File: src/hw/rtl/sobel_edge_magnitude_3x3_core_macros.svh
// assertion macros for the sobel edge magnitude core
// no dependencies; included by sem_fifo, the module that carries concurrent checks
`ifndef SOBEL_EDGE_MAGNITUDE_3X3_CORE_MACROS_SVH
`define SOBEL_EDGE_MAGNITUDE_3X3_CORE_MACROS_SVH

`ifndef ASSERT_OFF

// property must hold at every clock edge out of reset
`define SEM_ASSERT(lbl, clk, rst, prop, msg) \
   lbl: assert property (@(posedge clk) disable iff (rst) (prop)) else $error(msg);

// expression must never be true out of reset
`define SEM_ASSERT_NEVER(lbl, clk, rst, expr, msg) \
   lbl: assert property (@(posedge clk) disable iff (rst) !(expr)) else $error(msg);

`else

`define SEM_ASSERT(lbl, clk, rst, prop, msg)
`define SEM_ASSERT_NEVER(lbl, clk, rst, expr, msg)

`endif

`endif

File: src/hw/rtl/sem_pkg.sv
`timescale 1ns / 1ps
// shared types, constants and helpers for the sobel edge magnitude core
// no dependencies; imported by every module of the block
package sem_pkg;

   // field widths
   localparam int PIXEL_W        = 8;
   localparam int FRAME_WIDTH_W  = 12;
   localparam int FRAME_HEIGHT_W = 13;

   // default size limits
   localparam int DEFAULT_MAX_WIDTH  = 2048;
   localparam int DEFAULT_MAX_HEIGHT = 4096;

   // register reset values
   localparam int FRAME_WIDTH_RESET  = 640;
   localparam int FRAME_HEIGHT_RESET = 480;

   // configuration port
   localparam int CSR_ADDR_W = 3;
   localparam int CSR_DATA_W = 32;
   localparam logic CSR_IDX_FRAME_WIDTH  = 1'b0;
   localparam logic CSR_IDX_FRAME_HEIGHT = 1'b1;

   // depth of the queue between front and back
   localparam int QUEUE_DEPTH = 4;

   // saturated magnitude
   localparam logic [PIXEL_W-1:0] MAG_MAX = 8'd255;

   typedef struct packed {
      logic [PIXEL_W-1:0] pixel_value;
      logic               flush;
   } sem_req_type;

   typedef struct packed {
      logic [PIXEL_W-1:0] edge_magnitude;
      logic               frame_last;
   } sem_rsp_type;

   // one 3x3 neighborhood, pix[column][row], column 0 left, row 0 top
   typedef struct packed {
      logic [2:0][2:0][PIXEL_W-1:0] pix;
      logic                         last;
   } sem_win_type;

   typedef struct packed {
      logic full;
      logic empty;
   } sem_fifo_status_type;

   typedef enum logic [2:0] {
      BK_IDLE,
      BK_GRAD,
      BK_SQUARE,
      BK_ROOT,
      BK_DONE
   } sem_back_state_type;

   // limit a register value to 1..hi
   function automatic int unsigned sem_clamp(input int unsigned v, input int unsigned hi);
      int unsigned r;
      r = v;
      if (r < 1) r = 1;
      if (r > hi) r = hi;
      return r;
   endfunction

endpackage

File: src/hw/rtl/sem_csr.sv
`timescale 1ns / 1ps
// configuration registers: frame width and height, clamped sizes and pixel total
// depends on sem_pkg
module sem_csr #(
   parameter int MAX_WIDTH  = sem_pkg::DEFAULT_MAX_WIDTH,
   parameter int MAX_HEIGHT = sem_pkg::DEFAULT_MAX_HEIGHT
) (
   input  logic                                  clock,
   input  logic                                  reset,
   input  logic                                  csr_psel,
   input  logic                                  csr_penable,
   input  logic                                  csr_pwrite,
   input  logic [sem_pkg::CSR_ADDR_W-1:0]        csr_paddr,
   input  logic [sem_pkg::CSR_DATA_W-1:0]        csr_pwdata,
   output logic [sem_pkg::CSR_DATA_W-1:0]        csr_prdata,
   output logic                                  csr_pready,
   output logic [$clog2(MAX_WIDTH+1)-1:0]        eff_width,
   output logic [$clog2(MAX_WIDTH*MAX_HEIGHT+MAX_WIDTH+2)-1:0] total_pixels,
   output logic                                  restart
);
   import sem_pkg::*;

   localparam int EW_W  = $clog2(MAX_WIDTH+1);
   localparam int EH_W  = $clog2(MAX_HEIGHT+1);
   localparam int POS_W = $clog2(MAX_WIDTH*MAX_HEIGHT+MAX_WIDTH+2);
   localparam int unsigned EW_RESET = sem_clamp(FRAME_WIDTH_RESET, MAX_WIDTH);
   localparam int unsigned EH_RESET = sem_clamp(FRAME_HEIGHT_RESET, MAX_HEIGHT);
   localparam int unsigned TOTAL_RESET = EW_RESET * EH_RESET;

   logic [FRAME_WIDTH_W-1:0]  width_ff,  width_in;
   logic [FRAME_HEIGHT_W-1:0] height_ff, height_in;
   logic [EW_W-1:0]           eff_w_ff,  eff_w_in;
   logic [EH_W-1:0]           eff_h_ff,  eff_h_in;
   logic [POS_W-1:0]          total_ff,  total_in;
   logic                      wr;
   logic [EW_W-1:0]           new_w;
   logic [EH_W-1:0]           new_h;

   assign csr_pready = 1'b1;
   assign wr = csr_psel && csr_penable && csr_pwrite;
   assign new_w = EW_W'(sem_clamp(int'(csr_pwdata[FRAME_WIDTH_W-1:0]), MAX_WIDTH));
   assign new_h = EH_W'(sem_clamp(int'(csr_pwdata[FRAME_HEIGHT_W-1:0]), MAX_HEIGHT));

   // register write decode; the pixel total is refreshed with the write
   always_comb begin
      width_in  = width_ff;
      height_in = height_ff;
      eff_w_in  = eff_w_ff;
      eff_h_in  = eff_h_ff;
      total_in  = total_ff;
      if (wr) begin
         unique case (csr_paddr[2])
            CSR_IDX_FRAME_WIDTH: begin
               width_in = csr_pwdata[FRAME_WIDTH_W-1:0];
               eff_w_in = new_w;
               total_in = POS_W'(POS_W'(new_w) * POS_W'(eff_h_ff));
            end
            CSR_IDX_FRAME_HEIGHT: begin
               height_in = csr_pwdata[FRAME_HEIGHT_W-1:0];
               eff_h_in  = new_h;
               total_in  = POS_W'(POS_W'(eff_w_ff) * POS_W'(new_h));
            end
         endcase
      end
   end

   always_ff @(posedge clock) begin
      if (reset) begin
         width_ff  <= FRAME_WIDTH_W'(FRAME_WIDTH_RESET);
         height_ff <= FRAME_HEIGHT_W'(FRAME_HEIGHT_RESET);
         eff_w_ff  <= EW_W'(EW_RESET);
         eff_h_ff  <= EH_W'(EH_RESET);
         total_ff  <= POS_W'(TOTAL_RESET);
      end else begin
         width_ff  <= width_in;
         height_ff <= height_in;
         eff_w_ff  <= eff_w_in;
         eff_h_ff  <= eff_h_in;
         total_ff  <= total_in;
      end
   end

   // read back
   always_comb begin
      unique case (csr_paddr[2])
         CSR_IDX_FRAME_WIDTH:  csr_prdata = CSR_DATA_W'(width_ff);
         CSR_IDX_FRAME_HEIGHT: csr_prdata = CSR_DATA_W'(height_ff);
      endcase
   end

   assign eff_width    = eff_w_ff;
   assign total_pixels = total_ff;
   assign restart      = wr;

endmodule

File: config.mk
export PLATFORM = sky130hd
export DESIGN_NAME = sem_csr
export DESIGN_NICKNAME = d
export VERILOG_FILES = /design/src/hw/rtl/sobel_edge_magnitude_3x3_core_macros.svh /design/src/hw/rtl/sem_pkg.sv /design/src/hw/rtl/sem_csr.sv
export SDC_FILE = /design/constraint.sdc
export NUM_CORES = 1
export LEC_CHECK = 0
export BUFFER_PORTS_ARGS = -buffer_cell sky130_fd_sc_hd__clkbuf_2
export CAP_MARGIN = 15
export CORE_ASPECT_RATIO = 1.2
export CORE_UTILIZATION = 45
export CTS_CLUSTER_DIAMETER = 150
export DETAILED_ROUTE_END_ITERATION = 10
export PLACE_DENSITY = 0.73
export SLEW_MARGIN = 20
export SYNTH_ARGS = -nofsm -noshare
export SYNTH_HDL_FRONTEND = slang
export SYNTH_SLANG_ARGS = --single-unit
File: constraint.sdc
create_clock -name clock -period 8.1 [get_ports clock]
set_clock_uncertainty 0.2 [all_clocks]
set_input_delay 0.81 -clock clock [delete_from_list [all_inputs] [get_ports clock]]
set_output_delay 0.81 -clock clock [all_outputs]
set_load 0.005 [all_outputs]
* After elaboration in Yosys (flattened, before gate mapping)
Index checks and enable logic that the tools add are counted.
** Storage, ports and cells
- Output and inout bits :: 70
- Flip-flop bits (word level) :: 74
- Input bits :: 40
- Logic and storage cells :: 22
** Cells by class
- Muxes and demuxes :: 6
- Multiply operators :: 2
- Bitwise operators :: 1
- Reduce and logical (&&, ||, !) cells :: 4
- Order comparisons :: 4
** Operator list (number)
- one-hot mux 32 bit (2 select lines) :: 1
- multiplier 12 x 13 -> 24 bit :: 2
- one-hot mux 24 bit (2 select lines) :: 1
- > comparator 32 x 12 -> 1 bit (second input constant) :: 1
- > comparator 32 x 13 -> 1 bit (second input constant) :: 1
- two-way mux 13 bit :: 2
- two-way mux 12 bit :: 2
- less-than comparator 13 x 1 -> 1 bit (second input constant) :: 1
- less-than comparator 12 x 1 -> 1 bit (second input constant) :: 1
- AND reduction 2 bit :: 2
- logical AND 1 bit :: 2
- NOT 1 bit :: 1

* Logic depth before layout (Yosys ltp)
- Depth after elaboration :: 6
- Depth in mapped cells :: 26
- Gate-level depth less buffers :: 24

* Worst setup path after synthesis
No wires, ideal clock.
- Kind :: input to register
- Start :: input csr_pwdata[11] (netlist name)
- End :: register total_ff[20], in the netlist total_pixels[20]
- Stages :: 21
- Data required time :: 7.762 ns
- Path slack :: 1.481 ns
- Library setup time :: 0.138 ns
- Buffers on the path :: 3
- Arrival time :: 6.281 ns
- Cells stage by stage :: clkbuf_1 clkbuf_1 nor2b_1 clkbuf_1 nand2_1 fa_1 fa_1 inv_1 fa_1 fa_1 inv_1 fa_1 inv_1 ha_1 a2111oi_0 and2_4 o31ai_4 a221o_1 a211o_1 o22ai_2 a221oi_2
** On the way
- Longest elaborated chain between the ends :: 6
- Elaborated cells on any way between the ends :: 11
- Those cells by class :: 2 x mul; 4 x order compare; 5 x mux
** RTL lines
- from (decl) :: line sem_csr.sv:14 : input logic [sem_pkg::CSR_DATA_W-1:0] csr_pwdata,
- less-than comparator 13 x 1 -> 1 bit or less-than comparator 12 x 1 -> 1 bit (tied branches) :: line sem_pkg.sv:64 : if (r < 1) r = 1;
- two-way mux 13 bit or two-way mux 12 bit (tied branches) :: line sem_pkg.sv:64
- > comparator 32 x 13 -> 1 bit or > comparator 32 x 12 -> 1 bit (tied branches) :: line sem_pkg.sv:65 : if (r > hi) r = hi;
- two-way mux 13 bit or two-way mux 12 bit (tied branches) :: line sem_pkg.sv:65
- multiplier 12 x 13 -> 24 bit (on tied branches) :: line sem_csr.sv:61, sem_csr.sv:56
- one-hot mux 24 bit (2 select lines) (*) :: line sem_csr.sv:52 : unique case (csr_paddr[2])
- to (signal assigned) :: line sem_csr.sv:73 : total_ff <= POS_W'(TOTAL_RESET);
- to (signal assigned) :: line sem_csr.sv:79 : total_ff <= total_in;
- to (decl) :: line sem_csr.sv:34 : logic [POS_W-1:0] total_ff, total_in;
Every way passes the cells marked *; elsewhere a longest branch is shown, timed or not.
A chain may end at the register's enable or synchronous reset.

* Worst setup path after layout
- Start :: input csr_pwdata[3] (netlist name)
- End :: register total_ff[22], in the netlist total_pixels[22]
Same word-level chain as after synthesis.

==> out/summary.txt <==
status -> finished, final reports clean
RR Endpoint -> total_pixels[22]$_SDFFE_PP0P_
Remaining Overflow, GRT -> 0
pin count of the biggest net entering global routing -> 78
worst-margin pin slew -> 1.06 ns
Area Overhead vs Synth -> 7.42%
period utilization -> 0.822
CTS Hold Bufs -> 0
initial antenna violation count -> 0
routed len/inst -> 16.3 µm
Iter 0 DRT Violations -> 678
Via density -> 5.22
hpwl dp -> 25500 µm
YS warnings -> 0
Crit path buffers/inverters -> 5
Slew Limit Fails -> 0
CTS tree -> yes
CP startpoint kind -> input pin
Synth area leaders -> fa_1 33%, ha_1 11%, dfxtp_1 11%
Netlist cell types -> 60
global placement routability congestion -> 0.861
EDFF count, synth -> 0
H-tree lvl count -> 3
cells on worst reg2reg path -> 18
Slew HR -> 0.293
most numerous cell in the Yosys netlist -> nand2_1
crit end category -> flip-flop
Crit Path Class -> in2reg
share of the synthesized area in the top cell type -> 0.333
Hold Crit Class -> reg2reg
Worst Hold Launch -> width_ff[3]$_SDFFE_PP0P_
layout cell share with drive strength beyond 1 -> 0.0860
Total GRT Usage -> 0.237
Min-Delay Path Depth -> 2
area leader, netlist -> fa_1
CTS Buf Count -> 9
Hold EP -> width_ff[3]$_SDFFE_PP0P_
postcts setup bufs -> 0
Critical Path AT -> 6.72 ns
worst-skew pair later-pin latency -> 0.35 ns
R2R Path Start -> eff_width[5]$_SDFFE_PP0P_
unrepaired setup endpoints after global routing -> no
Final Setup Violations -> 0
Final Core Density -> 0.491
Hold Vio Cnt, Final -> 0
Syn Area/Cell -> 8.21 µm²
Synth Register Bits -> 74
pwr/cell area -> 98.7 nW/µm²
FMAX -> 0.150 GHz
TNS Setup -> 0 ns
antenna cells -> 0
CP cell instances -> clkbuf_2 > nor2b_1 > buf_4 > nand2_1 > fa_1 > fa_1 > inv_1 > fa_1 > fa_1 > inv_1 > fa_1 > inv_1 > ha_1 > a21o_1 > a21o_1 > a21oi_1 > a21boi_1 > o21ai_0 > a31oi_1 > xor2_1 > a221oi_2
Ports -> 110
Critical-path top delay cell -> nor2b_1
CP required -> 8.16 ns
# port buffers -> 68
Initial Util -> 0.457
Antenna Nets Post-Route -> 0
routed wire length -> 32700 µm
max incr delay on CP -> 0.60 ns
Post-synth top flop -> dfxtp_1
cts repair resizes -> 0
via count -> 10500
Max-cap violations -> 0
core area -> 28700 µm²
CP Max Fanout -> 8
worst ir drop on vdd -> 0.0978 mV
CTS clk-pin slew, worst paths -> 0.07 ns
CTS max path bufs -> 2
Placement Rows -> 68
leakage power total -> 0.00725 µW
synthesized instance count -> 1595
register area share after synthesis -> 0.113
Sink Count -> 74
Synth Cell Area -> 13100 µm²
Final nets -> 2001
minimum clock period -> 6.66 ns
Async SR Flop Fraction -> 0
Worst Setup SP -> csr_pwdata[3]
R2R Setup Slk -> 1.98 ns
Die Ht -> 189 µm
vias in the first global route -> 11100
first-pass GRT wire length -> 55100 µm
DRC Markers -> 0
top cells by instance count after synthesis -> 330 x nand2_1, 303 x inv_1, 218 x fa_1
Worst path top cell family by delay -> adder cells
Critical Path Most Common Cell -> fa_1
root buffer cell -> clkbuf_16
die area -> 29800 µm²
DIE WIDTH -> 158 µm
DRT Pass-1 Iters -> 5
==> flip-flops by register name (all words and copies together) (netlist names) <==
register	flops
total_pixels	24
eff_width	12
width_ff	12
eff_h_ff	13
height_ff	13
==> worst max-delay path by stage <==
stage / slack (ns) / cells past startpoint / to
after global placement: 1.16 / 22 / total_pixels[22]$_SDFFE_PP0P_
final: 1.44 / 21 / total_pixels[22]$_SDFFE_PP0P_
after CTS: 1.45 / 22 / total_pixels[22]$_SDFFE_PP0P_
after detailed placement: 1.11 / 23 / total_pixels[21]$_SDFFE_PP0P_
after floorplan: 1.48 / 21 / total_pixels[20]$_SDFFE_PP0P_
after global routing: 1.06 / 24 / total_pixels[23]$_SDFFE_PP0P_
==> power breakdown <==
part,switching [µW],internal [µW],total (µW)
registers,16.8,375,392
clock network,185,217,402
logic,361,235,595
==> stage by stage <==
| stage | power, µW | instances | worst slack, ns | cell area (µm²) | hold slack [ns] |
|---|---|---|---|---|---|
| floorplan | 839 | 1613 | 1.48 | 13200 | 0.232 |
| global placement | 977 | 1997 | 1.16 | 13800 | 0.238 |
| detailed placement | 993 | 1997 | 1.11 | 13800 | 0.245 |
| CTS | 1400 | 2013 | 1.45 | 14100 | 0.254 |
| global route | 1490 | 2013 | 1.06 | 14100 | 0.274 |
| finish | 1390 | 2013 | 1.44 | 14100 | 0.251 |
==> kinds of logic (layout without fill, tap and decap cells) <==
logic type,after synthesis,after routing,share of synthesized area
buffers and inverters,406,421,0.122
DFF,74,74,0.113
other,2,20,0.000573
adders and majority gates,338,338,0.448
and+or+nand+nor,553,553,0.195
muxes,20,20,0.0164
xor gates and xnor gates,36,36,0.0241
AOI/OAI and AO/OA,166,166,0.0805
==> worst min-delay path: cells and delay by family, from the launching register on <==
kind / cells / cell delay (ns)
AO/OA/AOI/OAI: 1 / 0.05
AND/OR/NAND/NOR: 1 / 0.05
flip-flops: 1 / 0.31
==> cell usage in the layout, fill, tap and decap left out, types with 5 or more instances in the layout <==
cell type and count:
a21o_1 12, nand3_1 6, clkbuf_2 68, inv_1 303, o21ai_1 5, xnor2_1 19
nor3_1 11, buf_4 32, o21ai_0 19, a31oi_1 7, nand2_1 330, xor2_1 17
nor2_1 31, dfxtp_1 74, and2_1 106, mux2_2 12, nand2b_1 8, nand3b_1 12
a21oi_1 74, conb_1 20, clkbuf_16 9, nor2b_1 26, fa_1 218, mux2i_1 8
ha_1 120, a211oi_1 15
==> layer usage <==
layer | GRT usage | wire [µm] | share of wire
met1 | 0.280 | 12800 | 0.39
met2 | 0.428 | 17100 | 0.52
met3 | 0.0229 | 1700 | 0.052
met4 | 0.110 | 1180 | 0.036
met5 | 0 | 0 | 0
==> area by class of cell <==
cell class              count  area, µm²
multi-input cells        1133      10100
fillers                  2769      14600
clock buffers               9        225
repair buffers            100        581
well taps                 385        482
flip-flops and latches     74       1480
inverters                 305       1140
clock inverters             7       67.6
Note: power is estimated with default switching activity, not from simulation.
