[config.mk]
export PLATFORM = sky130hd
export DESIGN_NAME = sem_fifo
export DESIGN_NICKNAME = d
export VERILOG_FILES = /design/src/hw/rtl/sem_pkg.sv /design/src/hw/rtl/sem_fifo.sv
export VERILOG_INCLUDE_DIRS = /design/src /design/src/hw/rtl
export SDC_FILE = /design/constraint.sdc
export NUM_CORES = 1
export LEC_CHECK = 0
export BUFFER_PORTS_ARGS = -buffer_cell sky130_fd_sc_hd__clkbuf_2
export CORE_UTILIZATION = 57
export DETAILED_ROUTE_END_ITERATION = 8
export GPL_ROUTABILITY_DRIVEN = 0
export PLACE_DENSITY = 0.87
export SYNTH_ARGS = -nofsm -noshare
export SYNTH_HDL_FRONTEND = slang
export SYNTH_SLANG_ARGS = --single-unit
[constraint.sdc]
create_clock -name clock -period 3.2 [get_ports clock]
set_input_delay 0.16 -clock clock [delete_from_list [all_inputs] [get_ports clock]]
set_output_delay 0.16 -clock clock [all_outputs]
set_load 0.01 [all_outputs]
[src/hw/rtl/sobel_edge_magnitude_3x3_core_macros.svh]
// assertion macros for the sobel edge magnitude core
// no dependencies; included by sem_fifo, the module that carries concurrent checks
`ifndef SOBEL_EDGE_MAGNITUDE_3X3_CORE_MACROS_SVH
`define SOBEL_EDGE_MAGNITUDE_3X3_CORE_MACROS_SVH

`ifndef ASSERT_OFF

// property must hold at every clock edge out of reset
`define SEM_ASSERT(lbl, clk, rst, prop, msg) \
   lbl: assert property (@(posedge clk) disable iff (rst) (prop)) else $error(msg);

// expression must never be true out of reset
`define SEM_ASSERT_NEVER(lbl, clk, rst, expr, msg) \
   lbl: assert property (@(posedge clk) disable iff (rst) !(expr)) else $error(msg);

`else

`define SEM_ASSERT(lbl, clk, rst, prop, msg)
`define SEM_ASSERT_NEVER(lbl, clk, rst, expr, msg)

`endif

`endif

[src/hw/rtl/sem_pkg.sv]
`timescale 1ns / 1ps
// shared types, constants and helpers for the sobel edge magnitude core
// no dependencies; imported by every module of the block
package sem_pkg;

   // field widths
   localparam int PIXEL_W        = 8;
   localparam int FRAME_WIDTH_W  = 12;
   localparam int FRAME_HEIGHT_W = 13;

   // default size limits
   localparam int DEFAULT_MAX_WIDTH  = 2048;
   localparam int DEFAULT_MAX_HEIGHT = 4096;

   // register reset values
   localparam int FRAME_WIDTH_RESET  = 640;
   localparam int FRAME_HEIGHT_RESET = 480;

   // configuration port
   localparam int CSR_ADDR_W = 3;
   localparam int CSR_DATA_W = 32;
   localparam logic CSR_IDX_FRAME_WIDTH  = 1'b0;
   localparam logic CSR_IDX_FRAME_HEIGHT = 1'b1;

   // depth of the queue between front and back
   localparam int QUEUE_DEPTH = 4;

   // saturated magnitude
   localparam logic [PIXEL_W-1:0] MAG_MAX = 8'd255;

   typedef struct packed {
      logic [PIXEL_W-1:0] pixel_value;
      logic               flush;
   } sem_req_type;

   typedef struct packed {
      logic [PIXEL_W-1:0] edge_magnitude;
      logic               frame_last;
   } sem_rsp_type;

   // one 3x3 neighborhood, pix[column][row], column 0 left, row 0 top
   typedef struct packed {
      logic [2:0][2:0][PIXEL_W-1:0] pix;
      logic                         last;
   } sem_win_type;

   typedef struct packed {
      logic full;
      logic empty;
   } sem_fifo_status_type;

   typedef enum logic [2:0] {
      BK_IDLE,
      BK_GRAD,
      BK_SQUARE,
      BK_ROOT,
      BK_DONE
   } sem_back_state_type;

   // limit a register value to 1..hi
   function automatic int unsigned sem_clamp(input int unsigned v, input int unsigned hi);
      int unsigned r;
      r = v;
      if (r < 1) r = 1;
      if (r > hi) r = hi;
      return r;
   endfunction

endpackage

[src/hw/rtl/sem_fifo.sv]
`timescale 1ns / 1ps
// short queue of neighborhoods between front and back
// depends on sem_pkg and the core assertion macros
`include "sobel_edge_magnitude_3x3_core_macros.svh"
module sem_fifo (
   input  logic                         clock,
   input  logic                         reset,
   input  logic                         push,
   input  sem_pkg::sem_win_type         push_data,
   input  logic                         pop,
   output sem_pkg::sem_win_type         head,
   output sem_pkg::sem_fifo_status_type status
);
   import sem_pkg::*;

   localparam int PTR_W = $clog2(QUEUE_DEPTH);
   localparam int CNT_W = $clog2(QUEUE_DEPTH+1);

   sem_win_type       entry_ff [QUEUE_DEPTH];
   logic [PTR_W-1:0]  wr_ptr_ff, wr_ptr_in;
   logic [PTR_W-1:0]  rd_ptr_ff, rd_ptr_in;
   logic [CNT_W-1:0]  count_ff,  count_in;

   assign status.full  = (count_ff == CNT_W'(QUEUE_DEPTH));
   assign status.empty = (count_ff == '0);
   assign head         = entry_ff[rd_ptr_ff];

   // pointer and fill count update
   always_comb begin
      wr_ptr_in = wr_ptr_ff;
      rd_ptr_in = rd_ptr_ff;
      count_in  = count_ff;
      if (push) wr_ptr_in = (wr_ptr_ff == PTR_W'(QUEUE_DEPTH-1)) ? '0 : wr_ptr_ff + PTR_W'(1);
      if (pop)  rd_ptr_in = (rd_ptr_ff == PTR_W'(QUEUE_DEPTH-1)) ? '0 : rd_ptr_ff + PTR_W'(1);
      if (push && !pop) count_in = count_ff + CNT_W'(1);
      else if (pop && !push) count_in = count_ff - CNT_W'(1);
   end

   always_ff @(posedge clock) begin
      if (reset) begin
         wr_ptr_ff <= '0;
         rd_ptr_ff <= '0;
         count_ff  <= '0;
      end else begin
         wr_ptr_ff <= wr_ptr_in;
         rd_ptr_ff <= rd_ptr_in;
         count_ff  <= count_in;
      end
   end

   always_ff @(posedge clock) begin
      if (push) entry_ff[wr_ptr_ff] <= push_data;
   end

   // queue contract between front and back
   `SEM_ASSERT_NEVER(a_no_overflow, clock, reset, push && status.full, "push into full queue")
   `SEM_ASSERT_NEVER(a_no_underflow, clock, reset, pop && status.empty, "pop from empty queue")
   `SEM_ASSERT(a_empty_ptrs, clock, reset, !status.empty || (wr_ptr_ff == rd_ptr_ff), "empty queue with pointers apart")

endmodule

# After elaboration in Yosys (flattened, before gate mapping)
# Memories as Yosys holds them, arrays and structs flattened. A register that Yosys moved wholly into a read port is not among the register bits.
# Index checks and enable logic that the tools add are counted.
[op_classes]
n_addsub = 4
n_eq_ne = 3
n_mux = 8
reduce_logical = 6
[ops]
columns = ["operator", "count"]
rows = [
  ["2-bit 2-to-1 mux", 4],
  ["3-bit 2-to-1 mux", 2],
  ["2-bit by 1-bit adder with 2-bit output (second input constant)", 2],
  ["2-bit equality test (second input constant)", 2],
  ["3-bit by 1-bit adder with 3-bit output (second input constant)", 1],
  ["3-bit equality test (second input constant)", 1],
  ["3-bit logical NOT", 1],
  ["3-bit by 1-bit subtractor with 3-bit output (second input constant)", 1],
  ["1-bit logical AND", 2],
  ["1-bit logical NOT", 2],
  ["1-bit 2-to-1 mux", 2],
  ["2-bit nonzero test", 1],
]
[word_totals]
ff_bits = 7
ramBits = 292
output_inout_bits = 75
wordCells = 25
n_memories = 1
[memory_table]
columns = ["name", "words", "word_bits", "rd", "rd_ports_with_merged_regs", "wr", "line", "text"]
rows = [
  ["entry_ff", 4, 73, 1, 1, 1, "sem_fifo.sv:19", "sem_win_type entry_ff [QUEUE_DEPTH];"],
]

# Longest topological paths before layout
# Gate-level depths: netlist of the first run.
[logic_depth]
ltp_word = 4
depth_mapped = 7
depth_no_buf = 7

# Least setup slack after synthesis of the first run
# Ideal clock, no wire load.
[synth_path]
kind = "reg-to-reg"
from = "reg wr_ptr_ff[0]"
to = "mem entry_ff[3][0] in the netlist's numbering (enable)"
setup_ps = 439
arrival_time_ps = 2255
setup_slack_ps = 507
path_stages_with_launch = 3
path_buffers = 0
cell_sequence = "dfxtp_1 > ha_1 > and2_1"
[synth_rtl]
columns = ["item", "line", "text"]
rows = [
  ["start, declared", "sem_fifo.sv:20", "logic [PTR_W-1:0] wr_ptr_ff, wr_ptr_in;"],
  ["start signal, assigned", "sem_fifo.sv:45", "wr_ptr_ff <= wr_ptr_in;"],
  ["end, declared", "sem_fifo.sv:19", ""],
]
# No word-level cell before the write port.

==> results of run 1 <==
==> how the worst max path moves through the flow <==
stage,slack [ns],end
2_1_floorplan,0.51,entry_ff[3][0]$_DFFE_PP_
6_report,0.77,head[4]
4_1_cts,0.69,head[4]
5_1_grt,0.61,head[4]
3_5_place_dp,1.25,head[4]
3_3_place_gp,1.29,head[49]
==> cells by family after synthesis <==
group / count (synthesis)
AOI/OAI and AO/OA: 3
xor gates and xnor gates: 2
adders and majority gates: 7
buffers and inverters: 20
DFF: 301
muxes: 77
and+or+nand+nor: 15
==> sequential cells by signal, indices dropped and copies added, names as in the netlist, named ones only <==
register,count
count_ff,3
wr_ptr_ff,2
rd_ptr_ff,2
entry_ff,292
==> cell usage after synthesis (all sizes together) <==
| library cell | count |
|---|---|
| edfxtp | 292 |
| mux4 | 73 |
| buf | 15 |
| dfxtp | 9 |
| nor2 | 7 |
| ha | 6 |
| and2 | 4 |
| inv | 4 |
| mux2i | 4 |
| a21oi | 2 |
| nor3b | 2 |
| xor2 | 2 |
| clkbuf | 1 |
| fa | 1 |
| nor3 | 1 |
| o21ai | 1 |
| or3 | 1 |
==> metrics by stage <==
stage	hold WS [ns]	utilization, %
3_5_place_dp	0.380	64.2
3_3_place_gp	0.372	64.2
5_1_grt	0.0512	73.1
6_report	0.0375	73.1
2_1_floorplan	0.229	-
4_1_cts	0.0137	73.1
==> layout make-up <==
class | instances | area [um2]
fill | 1045 | 5060
timing repair buffer | 235 | 1640
clock buffer | 33 | 741
sequential | 301 | 8960
clock inverter | 20 | 194
multi-input combinational | 104 | 1900
inverter | 4 | 15.0
tap | 260 | 325
==> power groups by stage <==
stage / registers, W / logic (W) / clock network [W]
CTS: 0.00460 / 0.000789 / 0.00337
global placement: 0.00466 / 0.000681 / 0
finish: 0.00460 / 0.000788 / 0.00331
floorplan: 0.00464 / 0.000450 / 0
global route: 0.00461 / 0.000846 / 0.00351
detailed placement: 0.00468 / 0.000709 / 0
==> worst max-delay path, delay by kind of cell, from the launching register on <==
| family | cells | cell delay (ns) |
|---|---|---|
| buffers and inverters | 2 | 0.52 |
| flip-flops | 1 | 0.64 |
| multiplexers | 1 | 0.57 |
==> layer usage <==
layer  up-vias  track usage (%)
met5         -                0
met4         2             6.35
met3        35             3.74
met2       207             37.2
met1      2671             27.8
li1       2323                -
==> flow_summary.toml, run 1 <==
[sta]
skew_ns = 0.00752
finalCritPeriodShare_pct = 76.0
max_freq_ghz = 0.411
finalHoldViolations = 0
relSlewSlack_pct = 47.7
finalMaxSlewViolations = 0
worstMarginPinSlew_ns = 0.784
setup_violations = 0
setup_ws_ns = 0.767
period_minus_slack_ns = 2.43
rsz0062_at_grt = "false"
setup_tns_ns = 0

[outcome]
status = "completed"

[setup_path]
endpoint_kind = "primary output"
slowest_delay_ns = 0.64
path_max_fanout = 23
worstPathRequired_ns = 3.04
r2r_start = "wr_ptr_ff[0]$_SDFFE_PP0P_"
crit_arrival_ns = 2.27
reg2reg_depth = 4
crit_chain = "buf_4, mux4_2, clkbuf_2"
start_kind = "flip-flop"
r2r_end = "entry_ff[0][67]$_DFFE_PP_"
cp_slowest_cell = "dfxtp_4"
r2r_slack_ns = 1.32
worstSetupPathType = "flip-flop to primary output"

[power_and_ir_drop]
p_int_w = 0.00688
swShare_pct = 20.9
p_switching_w = 0.00182
power_density_mw_per_mm2 = 632
pwr-share-comb_pct = 9.1
total_leakage_power_nw = 4.77
power.total_w = 0.00870
pwr-share-clk_pct = 38.1
pwr-share-seq_pct = 52.9
ir_drop_mv = 0.441

[synthesis]
synth-xor-area-share_pct = 0.159
synthTopCellsByArea = "edfxtp_1 79%, mux4_2 15%, dfxtp_1 1.6%, buf_12 1.3%, ha_1 0.68%"
yosys.area_share.simple_pct = 0.702
yosysWarningCount = 0
synth_compound_area_share_pct = 0.136
synth_top_area_share_pct = 79.4
synth_top_family_by_area = "multiplexers"
yosys_register_bits = 301
ys_seq_area_share_pct = 81.0
synth.area.mux_share_pct = 15.3
synth.distinct_cells = 20
synth_top_area_cell = "edfxtp_1"
yosys.area_share.adder_pct = 0.861
synth_area_mm2 = 0.0110
syn_inst = 425
synth_nets = 509
syn_area_per_cell_um2 = 26.0

[placed_design]
dpl_cell_area_mm2 = 0.0121
io_buffer_count = 151
placedCellCount = 829
post-place-ws_ns = 1.25
dpl.hpwl_mm = 11.6

[die]
rows = 50
start_util_pct = 58.7
die_h_um = 141
placeableCoreArea_mm2 = 0.0188
die_x_um = 141
die_area_mm2 = 0.0199
io_pins = 152

[worst_hold_path]
hold_path_startpoint = "push"
hold_depth = 3
hp-class = "primary input to flip-flop"
min_to = "wr_ptr_ff[0]$_SDFFE_PP0P_"

[clock_network]
cts_tree = "done"
cts_buffers = 29
cts_sinks = 301
cts-root-buf = "clkbuf_16"
postCtsSetupRepairBufs = 0
htree_num_levels = 1
cts.repair.resized = 0
clock_latency_ns = 0.52
clk_pin_slew_ns = 0.06
clock_path_buffers = 3
hold_buffers = 75

[route]
highest_layer = "met5"
viasPerCell = 5.47
dr_wl_met3_mm = 1.24
post-route-drc-count = 0
m1WireLength_mm = 8.15
num_vias = 5238
drtPass1Iterations = 6
drt_iter0_markers = 412
wl_per_cell_um = 21.4
wl_met2_mm = 10.7
wl_mm = 20.5
ant_nets = 0

[global_route]
grt_pass1_wl_mm = 31.5
grt_antenna_before_repair = 1
grt_pass1_vias = 5751
grt_use_total_pct = 21.4
grt_max_degree = 52
overflow = 0

[finish]
area_growth_pct = 24.6
diodes = 0
drive_gt1_share_pct = 40.2
fin_area_mm2 = 0.0138
final_common_cell = "edfxtp_1"
fin_cells = 957
layout_common_cells = "292 x edfxtp_1, 151 x clkbuf_2, 75 x dlygate4sd3_1"
finalNetCount = 759

[run]
cap_violations = 0
(Power assumes the default switching activity.)
==> inputs of run 2 (changes only) <==
Settings changed: CORE_UTILIZATION 57 to 51, PLACE_DENSITY 0.87 to 0.83.
Clock period 3.2 ns to 2 ns, I/O delays scaled along.
==> flow_summary.toml, run 2 (same netlist as run 1, synthesis figures left out) <==
[outcome]
status = "completed"

[clock_network]
clk_pin_slew_ns = 0.06
cts_sinks = 301
clock_latency_ns = 0.53
cts_tree = "done"
cts_buffers = 29
htree_num_levels = 1
clock_path_buffers = 3
cts-root-buf = "clkbuf_16"

[setup_path]
start_kind = "flip-flop"
cp_slowest_cell = "mux4_2"
r2r_slack_ns = 0.49
path_max_fanout = 8
crit_arrival_ns = 1.90
r2r_end = "entry_ff[2][1]$_DFFE_PP_"
r2r_start = "wr_ptr_ff[0]$_SDFFE_PP0P_"
reg2reg_depth = 4
endpoint_kind = "primary output"
crit_chain = "buf_12, clkbuf_16, mux4_2, clkbuf_2"
worstSetupPathType = "flip-flop to primary output"
worstPathRequired_ns = 1.90
slowest_delay_ns = 0.51

[route]
drt_iter0_markers = 255
num_vias = 5404
wl_mm = 21.1
viasPerCell = 5.44
drtPass1Iterations = 4
post-route-drc-count = 0
wl_per_cell_um = 21.2
ant_nets = 0

[global_route]
grt_pass1_wl_mm = 31.4
overflow = 0
grt_use_total_pct = 18.7
grt_antenna_before_repair = 1
grt_pass1_vias = 5784
grt_max_degree = 44

[sta]
finalCritPeriodShare_pct = 100
setup_ws_ns = 0.000420
skew_ns = 0.0154
rsz0062_at_grt = "true"
finalMaxSlewViolations = 0
relSlewSlack_pct = 80.7
worstMarginPinSlew_ns = 0.290
setup_violations = 0
period_minus_slack_ns = 2.00
max_freq_ghz = 0.500
finalHoldViolations = 0

[worst_hold_path]
hold_depth = 2
hp-class = "primary input to flip-flop"
min_to = "entry_ff[0][20]$_DFFE_PP_"
hold_path_startpoint = "push_data[20]"

[die]
die_x_um = 149
die_area_mm2 = 0.0223
start_util_pct = 52.2
die_h_um = 149
rows = 53
io_pins = 152
placeableCoreArea_mm2 = 0.0212

[finish]
finalNetCount = 782
largest-register = "entry_ff"
final_util_pct = 66.8
largest_reg_flops = 292
layout_common_cells = "292 x edfxtp_1, 149 x clkbuf_2, 76 x dlygate4sd3_1"
area_growth_pct = 27.8
reg_top3 = "entry_ff x292, count_ff x3"
drive_gt1_share_pct = 41.3
final_common_cell = "edfxtp_1"
diodes = 0

[run]
cap_violations = 0

[placed_design]
dpl.hpwl_mm = 12.5
io_buffer_count = 151
post-place-ws_ns = 0.364

[power_and_ir_drop]
power.total_w = 0.0136
power_density_mw_per_mm2 = 965
total_leakage_power_nw = 4.90
ir_drop_mv = 0.730
## run 2: changes by cell type in the layout (fill, tap and decap cells not counted), moves of 2 or more
cell       previous run  this run
buf_12                5        14
buf_4                 4         8
clkbuf_1              4         8
clkbuf_16            29        33
clkinv_2              8         4
buf_6                 0         3
bufinv_16             4         1
buf_16                0         2
clkbuf_2            151       149
## run 2: stage by stage
step	cell area, um2	TNS (ns)	hold WS [ns]	instances
3_3_place_gp	12300	0	0.311	853
2_1_floorplan	11100	0	0.169	425
6_report	14100	0	0.330	994
4_1_cts	13900	-1.20	0.314	983
5_1_grt	14100	-1.35	0.320	994
3_5_place_dp	12300	0	0.323	853
## run 2: what timing repair did
action | in CTS | in global routing
gates cloned | 0 | 4
gates resized for setup | 5 | 11
hold buffers | 76 | 0
setup buffers | 2 | 7
setup endpoints to repair | 66 | 66
endpoints found under the hold margin | 301 | 0
## run 2: worst max path at each step
stage          cells after the start  slack [ns]                        to
3_3_place_gp                       3        0.43                  head[43]
3_5_place_dp                       3        0.36                  head[53]
6_report                           4      0.0004                  head[18]
5_1_grt                            4       -0.05                  head[59]
2_1_floorplan                      2        0.10  entry_ff[3][0]$_DFFE_PP_
4_1_cts                            4       -0.06                  head[47]
## run 2: power breakdown
| group | internal [W] | leakage, nW | switching, W |
|---|---|---|---|
| sequential | 0.00722 | 2.76 | 0.0000913 |
| clock | 0.00278 | 0.409 | 0.00211 |
| combinational | 0.000734 | 1.74 | 0.000692 |
## run 2: worst max-delay path: cells and delay by family, from the launching register on
family   cells  cell delay [ns]
buf+inv      3             0.50
flops        1             0.37
mux          1             0.51
## run 2: area by class of cell
| type | count | area, um2 |
|---|---|---|
| Fill cell | 1305 | 7030 |
| Inverter | 4 | 15.0 |
| Clock inverter | 15 | 95.1 |
| Clock buffer | 37 | 756 |
| Multi-Input combinational cell | 104 | 1900 |
| Sequential cell | 301 | 8960 |
| Timing Repair Buffer | 258 | 2060 |
| Tap cell | 275 | 344 |
## run 2: layer usage
metal	track usage, %	vias to the layer above	routed length [um]
li1	-	2368	-
met1	24.9	2802	8720
met5	0	-	13
met3	3.36	35	1190
met2	32.0	197	10800
met4	4.59	2	350
==> inputs of run 3 (changes only) <==
Settings changed: CORE_UTILIZATION 51 to 32, PLACE_DENSITY 0.83 to 0.58.
Clock period 2 ns to 2.3 ns, I/O delays scaled along.
==> flow_summary.toml, run 3 (same netlist as run 1, synthesis figures left out) <==
[setup_path]
worstSetupPathType = "flip-flop to primary output"
crit_arrival_ns = 2.09
start_kind = "flip-flop"
slowest_delay_ns = 0.58
critPathBufInv = 2
path_depth = 3
endpoint_kind = "primary output"
cp_slowest_cell = "mux4_2"
reg2reg_depth = 4
crit_chain = "buf_16, mux4_2, clkbuf_2"
worstPathRequired_ns = 2.18
crit_family = "multiplexers"
path_max_fanout = 36

[global_route]
grt_max_degree = 74
overflow = 0
grt_use_total_pct = 11.9
grt_pass1_vias = 5770
grt_antenna_before_repair = 0
grt_pass1_wl_mm = 32.8

[finish]
area_growth_pct = 29.2
final_common_cell = "edfxtp_1"
drive_gt1_share_pct = 41.5
diodes = 0
layout_common_cells = "292 x edfxtp_1, 151 x clkbuf_2, 76 x dlygate4sd3_1"
finalNetCount = 768
largest-register = "entry_ff"
reg_top3 = "entry_ff x292, count_ff x3"
largest_reg_flops = 292

[placed_design]
post-place-ws_ns = 0.641
dpl.hpwl_mm = 12.7
io_buffer_count = 151

[sta]
max_freq_ghz = 0.454
finalMaxSlewViolations = 0
finalHoldViolations = 0
setup_tns_ns = 0
finalCritPeriodShare_pct = 95.8
hold_slack_ns = 0.320
relSlewSlack_pct = 67.7
setup_violations = 0
rsz0062_at_grt = "true"
skew_ns = 0.0184
worstMarginPinSlew_ns = 0.485
period_minus_slack_ns = 2.20
setup_ws_ns = 0.0977

[route]
viasPerCell = 4.57
wl_per_cell_um = 18.2
wl_mm = 21.0
ant_nets = 0
drt_iter0_markers = 284
post-route-drc-count = 0
num_vias = 5284
drtPass1Iterations = 4

[die]
placeableCoreArea_mm2 = 0.0338
io_pins = 152
rows = 67
die_h_um = 188
die_area_mm2 = 0.0353
start_util_pct = 32.7
die_x_um = 188

[clock_network]
clk_pin_slew_ns = 0.06
cts_sinks = 301
cts_tree = "done"
htree_num_levels = 1
cts_buffers = 31
cts-root-buf = "clkbuf_16"
clock_path_buffers = 3
postCtsSetupRepairBufs = 0
clock_latency_ns = 0.55

[run]
cap_violations = 0

[power_and_ir_drop]
power.total_w = 0.0126
power_density_mw_per_mm2 = 886
ir_drop_mv = 0.651
total_leakage_power_nw = 4.89

[worst_hold_path]
hp-class = "primary input to flip-flop"
hold_depth = 2

[outcome]
status = "completed"
[run 3: path summary, 6_finish.rpt]
check | to | slack (ns) | from
worst min-delay path | entry_ff[0][42]$_DFFE_PP_ | 0.32 | push_data[42]
worst min register to register | count_ff[2]$_SDFFE_PP0P_ | 0.50 | count_ff[2]$_SDFFE_PP0P_
worst max register to register | entry_ff[0][58]$_DFFE_PP_ | 0.68 | wr_ptr_ff[0]$_SDFFE_PP0P_
worst max-delay path | head[22] | 0.1 | flip-flop
[run 3: through the flow]
step / area [um2] / std cells / util (%)
2_1_floorplan: 11100 / 425 / -
3_3_place_gp: 12400 / 1023 / 36.8
3_5_place_dp: 12400 / 1023 / 36.8
4_1_cts: 14300 / 1157 / 42.2
5_1_grt: 14300 / 1157 / 42.3
6_report: 14300 / 1157 / 42.3
[run 3: layout make-up]
type	count	area (um2)
fill	2942	19500
multi-input combinational	104	1900
clock buffer	39	836
inverter	4	15.0
tap	448	561
sequential	301	8960
timing repair buffer	242	1770
clock inverter	19	229
[run 3: layer usage]
layer  part of all wire [%]  global-route usage (%)  wire, um  vias up
met5                      0                       0         0        -
met4                    1.4                    2.91       301        0
met3                    4.9                    2.40      1030       26
met2                     50                    20.5     10500      143
met1                     44                    15.5      9150     2767
li1                       -                       -         -     2348
[run 3: what timing repair did]
item,4_1_cts,5_1_grt
hold endpoints to repair,301,0
resized for setup,0,1
hold buffers,76,0
endpoints found under the setup margin,0,17
[run 3: power by group]
group          leakage (nW)  switching (W)  total (W)  internal (W)
logic                  1.61       0.000588    0.00116      0.000572
registers              2.76      0.0000682    0.00635       0.00628
clock network         0.522        0.00201    0.00514       0.00313
