--- config.mk ---
export PLATFORM = sky130hd
export DESIGN_NAME = sem_back
export DESIGN_NICKNAME = d
export VERILOG_FILES = /design/src/hw/rtl/sobel_edge_magnitude_3x3_core_macros.svh /design/src/hw/rtl/sem_pkg.sv /design/src/hw/rtl/sem_back.sv
export SDC_FILE = /design/constraint.sdc
export NUM_CORES = 1
export LEC_CHECK = 0
export ABC_CLOCK_PERIOD_IN_PS = 16000
export BUFFER_PORTS_ARGS = -buffer_cell sky130_fd_sc_hd__clkbuf_2
export CAP_MARGIN = 0
export CORE_UTILIZATION = 25
export CTS_CLUSTER_SIZE = 16
export DETAILED_ROUTE_END_ITERATION = 8
export PLACE_DENSITY = 0.41
export SYNTH_ARGS = -nofsm -noshare
export SYNTH_HDL_FRONTEND = slang
export SYNTH_SLANG_ARGS = --single-unit
--- constraint.sdc ---
create_clock -name clock -period 16 [get_ports clock]
set_input_delay 4 -clock clock [delete_from_list [all_inputs] [get_ports clock]]
set_output_delay 4 -clock clock [all_outputs]
set_load 0.02 [all_outputs]
--- src/hw/rtl/sobel_edge_magnitude_3x3_core_macros.svh ---
// assertion macros for the sobel edge magnitude core
// no dependencies; included by sem_fifo, the module that carries concurrent checks
`ifndef SOBEL_EDGE_MAGNITUDE_3X3_CORE_MACROS_SVH
`define SOBEL_EDGE_MAGNITUDE_3X3_CORE_MACROS_SVH

`ifndef ASSERT_OFF

// property must hold at every clock edge out of reset
`define SEM_ASSERT(lbl, clk, rst, prop, msg) \
   lbl: assert property (@(posedge clk) disable iff (rst) (prop)) else $error(msg);

// expression must never be true out of reset
`define SEM_ASSERT_NEVER(lbl, clk, rst, expr, msg) \
   lbl: assert property (@(posedge clk) disable iff (rst) !(expr)) else $error(msg);

`else

`define SEM_ASSERT(lbl, clk, rst, prop, msg)
`define SEM_ASSERT_NEVER(lbl, clk, rst, expr, msg)

`endif

`endif

--- src/hw/rtl/sem_pkg.sv ---
`timescale 1ns / 1ps
// shared types, constants and helpers for the sobel edge magnitude core
// no dependencies; imported by every module of the block
package sem_pkg;

   // field widths
   localparam int PIXEL_W        = 8;
   localparam int FRAME_WIDTH_W  = 12;
   localparam int FRAME_HEIGHT_W = 13;

   // default size limits
   localparam int DEFAULT_MAX_WIDTH  = 2048;
   localparam int DEFAULT_MAX_HEIGHT = 4096;

   // register reset values
   localparam int FRAME_WIDTH_RESET  = 640;
   localparam int FRAME_HEIGHT_RESET = 480;

   // configuration port
   localparam int CSR_ADDR_W = 3;
   localparam int CSR_DATA_W = 32;
   localparam logic CSR_IDX_FRAME_WIDTH  = 1'b0;
   localparam logic CSR_IDX_FRAME_HEIGHT = 1'b1;

   // depth of the queue between front and back
   localparam int QUEUE_DEPTH = 4;

   // saturated magnitude
   localparam logic [PIXEL_W-1:0] MAG_MAX = 8'd255;

   typedef struct packed {
      logic [PIXEL_W-1:0] pixel_value;
      logic               flush;
   } sem_req_type;

   typedef struct packed {
      logic [PIXEL_W-1:0] edge_magnitude;
      logic               frame_last;
   } sem_rsp_type;

   // one 3x3 neighborhood, pix[column][row], column 0 left, row 0 top
   typedef struct packed {
      logic [2:0][2:0][PIXEL_W-1:0] pix;
      logic                         last;
   } sem_win_type;

   typedef struct packed {
      logic full;
      logic empty;
   } sem_fifo_status_type;

   typedef enum logic [2:0] {
      BK_IDLE,
      BK_GRAD,
      BK_SQUARE,
      BK_ROOT,
      BK_DONE
   } sem_back_state_type;

   // limit a register value to 1..hi
   function automatic int unsigned sem_clamp(input int unsigned v, input int unsigned hi);
      int unsigned r;
      r = v;
      if (r < 1) r = 1;
      if (r > hi) r = hi;
      return r;
   endfunction

endpackage

--- src/hw/rtl/sem_back.sv ---
`timescale 1ns / 1ps
// back end: sobel gradients, squared sum, bit-serial square root, result register
// depends on sem_pkg
module sem_back (
   input  logic                         clock,
   input  logic                         reset,
   input  sem_pkg::sem_fifo_status_type q_status,
   input  sem_pkg::sem_win_type         q_head,
   output logic                         pop,
   output logic                         rsp_valid,
   input  logic                         rsp_stall,
   output sem_pkg::sem_rsp_type         rsp_data
);
   import sem_pkg::*;

   localparam int SUM_W = PIXEL_W + 2;
   localparam int SQ_W  = 2 * PIXEL_W;
   localparam int BIT_W = $clog2(PIXEL_W);

   sem_back_state_type state_ff, state_in;

   sem_win_type        win_ff;
   logic [SUM_W-1:0]   gx_ff, gy_ff;
   logic [SQ_W:0]      s_ff;
   logic               sat_ff;
   logic [PIXEL_W-1:0] root_ff;
   logic [BIT_W-1:0]   bit_ff;
   logic               rsp_valid_ff, rsp_valid_in;
   sem_rsp_type        rsp_ff;

   logic               load_rsp;
   logic [SUM_W-1:0]   px, nx, py, ny;
   logic [SQ_W-1:0]    sq_x, sq_y, tt;
   logic [PIXEL_W-1:0] t;

   // state register
   always_ff @(posedge clock) begin
      if (reset) state_ff <= BK_IDLE;
      else state_ff <= state_in;
   end

   // sequencer
   always_comb begin
      state_in = state_ff;
      pop      = 1'b0;
      load_rsp = 1'b0;
      unique case (state_ff)
         BK_IDLE: begin
            if (!q_status.empty) begin
               pop      = 1'b1;
               state_in = BK_GRAD;
            end
         end
         BK_GRAD:   state_in = BK_SQUARE;
         BK_SQUARE: state_in = BK_ROOT;
         BK_ROOT: begin
            if (bit_ff == '0) state_in = BK_DONE;
         end
         BK_DONE: begin
            if (!rsp_valid_ff || !rsp_stall) begin
               load_rsp = 1'b1;
               state_in = BK_IDLE;
            end
         end
         default: state_in = BK_IDLE;
      endcase
   end

   // weighted column and row sums of the neighborhood
   function automatic logic [SUM_W-1:0] wsum(input logic [PIXEL_W-1:0] a,
                                             input logic [PIXEL_W-1:0] b,
                                             input logic [PIXEL_W-1:0] c);
      return SUM_W'(a) + {1'b0, b, 1'b0} + SUM_W'(c);
   endfunction

   assign px = wsum(win_ff.pix[2][0], win_ff.pix[2][1], win_ff.pix[2][2]);
   assign nx = wsum(win_ff.pix[0][0], win_ff.pix[0][1], win_ff.pix[0][2]);
   assign py = wsum(win_ff.pix[0][2], win_ff.pix[1][2], win_ff.pix[2][2]);
   assign ny = wsum(win_ff.pix[0][0], win_ff.pix[1][0], win_ff.pix[2][0]);

   // squares of the low bytes; larger gradients saturate anyway
   assign sq_x = SQ_W'(gx_ff[PIXEL_W-1:0]) * SQ_W'(gx_ff[PIXEL_W-1:0]);
   assign sq_y = SQ_W'(gy_ff[PIXEL_W-1:0]) * SQ_W'(gy_ff[PIXEL_W-1:0]);

   // trial root bit
   assign t  = root_ff | (PIXEL_W'(1) << bit_ff);
   assign tt = SQ_W'(t) * SQ_W'(t);

   // datapath registers
   always_ff @(posedge clock) begin
      if (pop) win_ff <= q_head;
      if (state_ff == BK_GRAD) begin
         gx_ff <= (px >= nx) ? px - nx : nx - px;
         gy_ff <= (py >= ny) ? py - ny : ny - py;
      end
      if (state_ff == BK_SQUARE) begin
         s_ff    <= (SQ_W+1)'(sq_x) + (SQ_W+1)'(sq_y);
         sat_ff  <= (gx_ff[SUM_W-1:PIXEL_W] != '0) || (gy_ff[SUM_W-1:PIXEL_W] != '0);
         root_ff <= '0;
         bit_ff  <= BIT_W'(PIXEL_W-1);
      end
      if (state_ff == BK_ROOT) begin
         if ((SQ_W+1)'(tt) <= s_ff) root_ff <= t;
         bit_ff <= bit_ff - BIT_W'(1);
      end
   end

   // result register
   always_comb begin
      rsp_valid_in = rsp_valid_ff;
      if (load_rsp) rsp_valid_in = 1'b1;
      else if (!rsp_stall) rsp_valid_in = 1'b0;
   end

   always_ff @(posedge clock) begin
      if (reset) rsp_valid_ff <= 1'b0;
      else rsp_valid_ff <= rsp_valid_in;
   end

   always_ff @(posedge clock) begin
      if (load_rsp) begin
         rsp_ff.edge_magnitude <= (sat_ff || s_ff[SQ_W]) ? MAG_MAX : root_ff;
         rsp_ff.frame_last     <= win_ff.last;
      end
   end

   assign rsp_valid = rsp_valid_ff;
   assign rsp_data  = rsp_ff;

endmodule

Word-level counts from Yosys, hierarchy flattened
Cells that the tools add are included.

Eq/ne operators: 8. Shift-type cells: 1. Reductions and logical operators: 11. $lt $le $gt $ge: 3. Multipliers: 3. Muxes and demuxes: 17. Bitwise logic cells: 1. Divide/modulo/power cells: 0. Add/sub/neg operators: 14.

Operator list (number): $mul A8 B8 Y16 (3); $add A10 B8 Y10 (4); $add A8 B9 Y10 (4); $sub A10 B10 Y10 (4); $mux W8 (3); $ge A10 B10 Y1 (2); $mux W10 (2); $add A16 B16 Y17 (1); $le A16 B17 Y1 (1); $mux W3 (5); $pmux W3 S5 (1); $or A8 B8 Y8 (1); $shl A1 B3 Y8 const A (1); $eq A3 B2 Y1 const B (2); $logic_not A3 Y1 (2); $mux W1 (6); $ne A2 B2 Y1 const B (3); $reduce_bool A2 Y1 (3); $eq A3 B1 Y1 const B (1); $eq A3 B3 Y1 const B (1); $logic_or A1 B1 Y1 (3); $reduce_and A3 Y1 (1); $sub A3 B1 Y3 const B (1); $logic_not A1 Y1 (2); $ne A2 B1 Y1 const B (1).

Register bits: 127. Bits in writable memories: 0. Input bits: 78. Bits in latches: 0. Memories kept: 0. Bits in read-only memories: 0.

Longest topological paths before layout
Gate-level depths: netlist (run 1).

Word-level depth: 6. Gate-level depth with buffers: 29. Gate-level depth less buffers: 29.

Least setup slack after synthesis (run 1)
Ideal clock, no wire load.

Path kind: input-to-output. Start: in q_status[0] (netlist bit). End: out pop. Arrival time: 10.693 ns. Data required time: 12.000 ns. Buffers on the path: 0. Cell stages on the path: 1. Path slack: 1.307 ns. Cell sequence: nor4_1.

Word-level cells in the longest chain between the ends: 2.

Ends and longest elaborated chain: start: declaration (RTL line sem_back.sv:7) `input sem_pkg::sem_fifo_status_type q_status,`; $mux W1 (RTL line sem_back.sv:49) `if (!q_status.empty) begin`; $mux W1 (RTL line sem_back.sv:47) `unique case (state_ff)`; end: declaration (RTL line sem_back.sv:9) `output logic pop,`.

No other way between the ends.

Worst setup path after layout (run 1)
Ends and elaborated chain as after synthesis.

==> summary.md, run 1 <==
| Metric | Value |
|---|---|
| Ant diodes | `0` |
| Starting Density | `between 20% and 30%` |
| CTS sink cnt | `about 130` |
| Worst setup SP type | `input pin` |
| DR vias | `between 8000 and 9000` |
| Worst hold path class | `reg -> reg` |
| Post-synth top flop | `edfxtp_1` |
| Crit-path cells | `clkbuf_2 > nor4_2 > clkbuf_2` |
| Vias in the first global route | `8860` |
| Number of hold buffers added after cts | `0` |
| Most used cell, CP | `clkbuf_2` |
| Warnings from Yosys | `0` |
| Yosys cell types | `53` |
| Setup Skew | `approximately 0.016 ns` |
| Final cycle utilization of the critical path | `55.1%` |
| Post-layout min period | `8.81 ns` |
| Setup_tns | `0 ns` |
| Drt pass-1 iters | `4` |
| IO buf count | `79` |
| Hold Slack | `0.433 ns` |
| Residual DRC count | `0` |
| Hold Fails Final Rpt | `0` |
| Worst slew pin tran | `roughly 0.95 ns` |
| Relative slew slack | `36.4%` |
| Hold path cells | `0` |
| Syn Inst Count | `between 1000 and 1500` |
| Count leader, synth | `inv_1` |
| Hold EP | `rsp_data[0]` |
| 1st-iter DRT viols | `281` |
| Outcome | `complete, no violations` |
| Chip Width | `~230 um` |
| Routed WL | `roughly 27000 um` |
| Final Net Count | `1699` |
| Avg Cell Area, Syn | `10.6 um2` |
| Flops & latches, synth | `127` |
| HPWL after DPL | `22800 um` |
| R2r worst-path depth | `26` |
| Worst-Skew Late Latency | `0.44 ns` |
| Io pins | `89` |
| Cell Rows | `82` |
| Largest stage delay, worst path | `0.42 ns` |
| Max-cap violations | `0` |
| Core area | `roughly 50000 um2` |
| Post-CTS Setup Bufs | `0` |
| Async set or reset register ratio after synthesis | `0%` |
| Clock Path Buffers | `2` |
| Die area | `52500 um2` |
| Post-Syn Area | `12900 um2` |
| Post-route ant nets | `0` |
| Largest net degree at the start of global routing | `between 60 and 70` |
| RSZ-0062 raised after global routing | `false` |
| Most instantiated cells after synthesis | `228 x inv_1, 181 x ha_1, 137 x fa_1` |
| Max-slew violation count | `0` |
| DR WL/cell | `13.4 um` |
| Post-synth EDFFs | `about 120` |
| Setup Viol. Count Final | `0` |
| CP max stage cell | `nor4_2` |
| Post-CTS sizing | `0` |
| Sequential cell area fraction in the yosys report | `28.6%` |
| Setup Crit Path Kind | `in -> out` |
| Worst R2R Start | `bit_ff[0]` |
| Die Y-Extent | `roughly 230 um` |
| HP Start | `win_ff[0]` |
| Root buffer cell | `clkbuf_16` |
| Via/cell ratio | `4.17` |
| CP Data Required Time | `12.00 ns` |
| First-pass GRT wire length | `~45000 um` |
| CP max FO | `3` |
| Synth-to-Final Area Change | `13.7%` |
| Syn_nets | `~1600` |
| Fmax | `113 MHz` |
| Critical R2R Capture | `root_ff[6]` |
| R2R setup slack | `just under 9 ns` |
| Final core utilization | `between 20% and 30%` |
| Post-synth top area share | `a little over a quarter` |
| TritonCTS clock tree | `done` |
| CP endpoint kind | `output pin` |
| Worst Path Arrival | `between 4 and 5 ns` |
| Fraction of layout cells with a size suffix above 1 | `9.42%` |
| Congestion Overflow GR | `0` |
| Worst-path clk slew | `0.06 ns` |
| TritonCTS buffer count | `17` |
| GRT Util Overall | `10.8%` |
| Routability cong. | `0.757` |
| Initial antenna violation count | `0` |
| Largest area contributor in the netlist | `edfxtp_1` |
| H-tree Lvls | `4` |
| Synth top area cells | `edfxtp_1 27%, fa_1 21%, ha_1 18%` |
==> area by class of cell <==
type	instances	area [um2]
flip-flops and latches	127	3690
fillers	5343	35800
well taps	672	841
repair buffers	82	418
clock buffers	18	429
clock inverters	14	156
inverters	228	856
multi-input cells	847	8270
==> stage by stage <==
step                      cell area, um2  cells  setup slack, ns
after floorplan                    12900   1221             1.31
after global placement             14100   1956             7.19
after detailed placement           14100   1956             7.19
after CTS                          14700   1988             7.19
after global routing               14700   1988             7.14
final                              14700   1988             7.19
==> layer usage <==
metal  track usage [%]  part of all wire, %
met2              19.1                   50
met1              13.4                   47
met3              1.97                  1.8
met4              3.02                  1.2
met5                 0                    0
==> worst max-delay path, delay by kind of cell <==
family                 cells  cell delay [ns]
buffers and inverters      2             0.38
and+or+nand+nor            1             0.42
==> layout by cell type, fill, tap and decap left out, types with 35 or more instances in the layout <==
cell type / Yosys / routed
nand2_1: 58 / 58
inv_1: 228 / 228
o21ai_0: 35 / 35
nor2_1: 68 / 68
a21oi_1: 63 / 63
xnor2_1: 53 / 53
fa_1: 137 / 137
edfxtp_1: 115 / 115
ha_1: 181 / 181
clkbuf_2: 1 / 79
and2_1: 36 / 36
==> kinds of logic (layout without fill, tap and decap cells) <==
family          Yosys count  after routing  share of synthesized area, %
fa+ha+maj               318            318                          38.8
simple gates            251            251                          9.70
buf+inv                 247            342                          7.31
compound gates          190            190                          9.46
flops                   127            127                          28.6
xor+xnor                 77             77                          5.23
mux                      11             11                         0.854
==> sequential cells by signal, indices dropped and copies added, names as in the netlist <==
| signal | cells |
|---|---|
| state_ff | 3 |
| sat_ff | 1 |
| bit_ff | 3 |
| gy_ff | 10 |
| rsp_valid | 1 |
| root_ff | 8 |
| win_ff | 65 |
| gx_ff | 10 |
| s_ff | 17 |
| rsp_data | 9 |
==> worst max path at each step <==
stage,start,endpoint
3_3_place_gp,q_status[0],pop
4_1_cts,q_status[0],pop
5_1_grt,q_status[0],pop
6_report,q_status[0],pop
2_1_floorplan,q_status[0],pop
3_5_place_dp,q_status[0],pop
Power of run 1 is left out: the tool's default activity adds up to more than one toggle a clock period on the data nets, which glitch-free logic cannot reach.
==> run 2: changes to the inputs <==
--- a/config.mk
+++ b/config.mk
@@ -5,13 +5,14 @@
 export SDC_FILE = /design/constraint.sdc
 export NUM_CORES = 1
 export LEC_CHECK = 0
-export ABC_CLOCK_PERIOD_IN_PS = 16000
+export ABC_AREA = 1
+export ABC_CLOCK_PERIOD_IN_PS = 8000
 export BUFFER_PORTS_ARGS = -buffer_cell sky130_fd_sc_hd__clkbuf_2
 export CAP_MARGIN = 0
 export CORE_UTILIZATION = 25
 export CTS_CLUSTER_SIZE = 16
 export DETAILED_ROUTE_END_ITERATION = 8
-export PLACE_DENSITY = 0.41
+export PLACE_DENSITY = 0.42
 export SYNTH_ARGS = -nofsm -noshare
 export SYNTH_HDL_FRONTEND = slang
 export SYNTH_SLANG_ARGS = --single-unit
==> constraint.sdc (replaced) <==
create_clock -name clock -period 8 [get_ports clock]
set_input_delay 2 -clock clock [delete_from_list [all_inputs] [get_ports clock]]
set_output_delay 2 -clock clock [all_outputs]
set_load 0.02 [all_outputs]
==> run 2 against run 1 <==
Routed wire length rose by 16%. Area after synthesis rose by 8.8%. Via count up 19%. Critical path depth is 24 higher. Cell area is 7.4% higher. First-iteration DRC count grew 24%. Worst hold slack got worse by 0.012 ns. Non-clock buffer count is 1 lower. Flip-flop and latch count unchanged. Highest routed layer unchanged.
==> summary.md, run 2 <==
| Metric | Value |
|---|---|
| Initial antenna violation count | `0 (unchanged)` |
| DR WL/cell | `12.7 um (was 13.4 um)` |
| Fraction of layout cells with a size suffix above 1 | `8.81% (was 9.42%)` |
| RSZ-0062 raised after global routing | `false (unchanged)` |
| Pre-CTS WS | `1.74 ns (was 7.19 ns)` |
| Clock Path Buffers | `2 (unchanged)` |
| Syn_nets | `2002 (was 1617)` |
| Syn Inst Count | `1606 (was 1221)` |
| Io pins | `89 (unchanged)` |
| Post-synth EDFFs | `115 (unchanged)` |
| HP Start | `win_ff[0] (unchanged)` |
| Die Y-Extent | `239 um (was 229 um)` |
| Post-CTS sizing | `0 (unchanged)` |
| Most instantiated cells after synthesis | `374 x inv_1, 364 x nand2_1, 181 x ha_1 (was 228 x inv_1, 181 x ha_1, 137 x fa_1)` |
| Residual DRC count | `0 (unchanged)` |
| IO buf count | `79 (unchanged)` |
| Relative slew slack | `31.0% (was 36.4%)` |
| Worst hold path class | `reg -> reg (unchanged)` |
| Max-slew violation count | `0 (unchanged)` |
| Placed Area | `15200 um2 (was 14100 um2)` |
| Hold path cells | `0 (unchanged)` |
| Count leader, synth | `inv_1 (unchanged)` |
| Starting Density | `25.4% (was 25.6%)` |
| HPWL after DPL | `26700 um (was 22800 um)` |
| Critical R2R Capture | `root_ff[4] (was root_ff[6])` |
| Vias in the first global route | `10500 (was 8860)` |
| Hold Fails Final Rpt | `0 (unchanged)` |
| CTS sink cnt | `127 (unchanged)` |
| Warnings from Yosys | `0 (unchanged)` |
| Sequential cell area fraction in the yosys report | `26.3% (was 28.6%)` |
| Fmax | `~160 MHz` |
| Outcome | `complete, no violations (unchanged)` |
| Via/cell ratio | `4.03 (was 4.17)` |
| H-tree Lvls | `4 (unchanged)` |
| R2R setup slack | `1.80 ns (was 8.81 ns)` |
| CP Data Required Time | `8.32 ns (was 12.00 ns)` |
| R2r worst-path depth | `27 (was 26)` |
| Post-synth top flop | `edfxtp_1 (unchanged)` |
| 1st-iter DRT viols | `349 (was 281)` |
| Ant diodes | `0 (unchanged)` |
| Post-CTS Setup Bufs | `0 (unchanged)` |
| Commonest non-fill, non-tap cell in the layout | `inv_1 (unchanged)` |
| Async set or reset register ratio after synthesis | `0% (unchanged)` |
| DR vias | `9835 (was 8298)` |
| Post-layout min period | `roughly 6.2 ns` |
| Drt pass-1 iters | `5 (was 4)` |
| Worst-Skew Late Latency | `0.45 ns (was 0.44 ns)` |
| Root buffer cell | `clkbuf_16 (unchanged)` |
| Post-Syn Area | `14000 um2 (was 12900 um2)` |
| Yosys cell types | `43 (was 53)` |
| Flops & latches, synth | `127 (unchanged)` |
| GRT Util Overall | `11.7% (was 10.8%)` |
| CP max FO | `8 (was 3)` |
| Worst setup SP type | `flip-flop (was input pin)` |
| Post-route ant nets | `0 (unchanged)` |
| Worst Path Arrival | `6.52 ns (was 4.81 ns)` |
| Worst R2R Start | `bit_ff[0] (unchanged)` |
| Max reg flops | `65 (unchanged)` |
| Most flop-heavy register | `win_ff (unchanged)` |
| Setup Viol. Count Final | `0 (unchanged)` |
| Max-cap violations | `0 (unchanged)` |
| Biggest regs | `win_ff: 65 flops, s_ff: 17 flops (unchanged)` |
| TritonCTS buffer count | `17 (unchanged)` |
| Largest area contributor in the netlist | `edfxtp_1 (unchanged)` |
| Synth-to-Final Area Change | `12.3% (was 13.7%)` |
| Post-synth top area share | `24.6% (was 26.8%)` |
| Setup Skew | `0.0213 ns (was 0.0162 ns)` |
| Hold EP | `rsp_data[0] (unchanged)` |
| Avg Cell Area, Syn | `8.74 um2 (was 10.6 um2)` |
| Final Net Count | `2074 (was 1699)` |
| Setup Crit Path Kind | `reg -> reg (was in -> out)` |
| Largest net degree at the start of global routing | `66 (unchanged)` |
| TritonCTS clock tree | `done (unchanged)` |
| Cell Rows | `86 (was 82)` |
| Final cycle utilization of the critical path | `77.5%` |
| First-pass GRT wire length | `52700 um (was 44800 um)` |
| Slack of the critical path | `1.80 ns (was 7.19 ns)` |
| Number of hold buffers added after cts | `0 (unchanged)` |
| Worst slew pin tran | `1.03 ns (was 0.954 ns)` |
| CP endpoint kind | `flip-flop (was output pin)` |
| Setup_tns | `0 ns (unchanged)` |
| Congestion Overflow GR | `0 (unchanged)` |
| Chip Width | `239 um (was 229 um)` |
| Most frequent cells in the layout | `374 x inv_1, 364 x nand2_1, 181 x ha_1, 137 x fa_1, 115 x edfxtp_1 (was 228 x inv_1, 181 x ha_1, 137 x fa_1, 115 x edfxtp_1, 79 x clkbuf_2)` |
| Worst-path clk slew | `0.06 ns (about the same)` |
| Core area | `55300 um2 (was 50500 um2)` |
| Routed WL | `31000 um (was 26600 um)` |
| Die area | `57100 um2 (was 52500 um2)` |
| Design Area, Final | `15800 um2 (was 14700 um2)` |
| Routability cong. | `0.795 (was 0.757)` |
| Synth top area cells | `edfxtp_1 25%, fa_1 20%, ha_1 16% (was edfxtp_1 27%, fa_1 21%, ha_1 18%)` |
## run 2: final cells by class
type | count | area (um2)
timing repair buffer | 81 | 410
inverter | 381 | 1430
clock inverter | 13 | 106
tap | 748 | 936
fill | 6003 | 39600
clock buffer | 19 | 433
sequential | 127 | 3690
multi-input combinational | 1070 | 8750
## run 2: worst max-delay path: stages (launching register included)
cell and delay (ns):
edfxtp_1 0.39, inv_1 0.10, ha_1 0.22, a21oi_1 0.36
inv_1 0.29, nand2_1 0.18, inv_1 0.07, fa_1 0.48
fa_1 0.54, inv_1 0.05, fa_1 0.51, fa_1 0.55
inv_1 0.04, ha_1 0.35, a21oi_1 0.28, o21ai_0 0.18
a31oi_1 0.20, xnor2_1 0.11, ha_1 0.28, nand2_1 0.05
inv_1 0.06, nand3_1 0.08, nor2_1 0.16, nand3_1 0.09
nand3_1 0.09, nand2_1 0.20, nand2_1 0.13, nand2_1 0.05
## run 2: routing by layer
layer | up-vias | GRT usage [%] | routed length [um]
li1 | 5125 | - | -
met1 | 4587 | 14.8 | 14600
met2 | 108 | 20.6 | 15300
met3 | 15 | 2.17 | 773
met4 | 0 | 2.33 | 294
met5 | - | 0 | 0
## run 2: stage by stage
stage,hold WS [ns],cells,util (%)
6_report,0.421,2439,28.5
5_1_grt,0.428,2439,28.5
4_1_cts,0.421,2439,28.5
3_3_place_gp,0.401,2407,27.5
2_1_floorplan,0.400,1606,-
3_5_place_dp,0.407,2407,27.5
## run 2: worst max path at each step
| stage | from | to | slack, ns | cells past startpoint |
|---|---|---|---|---|
| floorplan | q_status[0] | pop | 1.29 | 1 |
| global placement | bit_ff[0] | root_ff[4] | 1.80 | 27 |
| detailed placement | bit_ff[0] | root_ff[7] | 1.74 | 27 |
| CTS | bit_ff[0] | root_ff[7] | 1.70 | 27 |
| global route | bit_ff[0] | root_ff[1] | 1.26 | 27 |
| finish | bit_ff[0] | root_ff[4] | 1.80 | 27 |
## run 2: kinds of logic after synthesis
family	count (synthesis)	synth area share, %
buf+inv	409	11.4
compound gates	130	5.45
fa+ha+maj	318	35.7
flops	127	26.3
mux	1	0.0713
xor+xnor	77	4.81
simple gates	544	16.2
Power of run 2 is left out for the same reason.
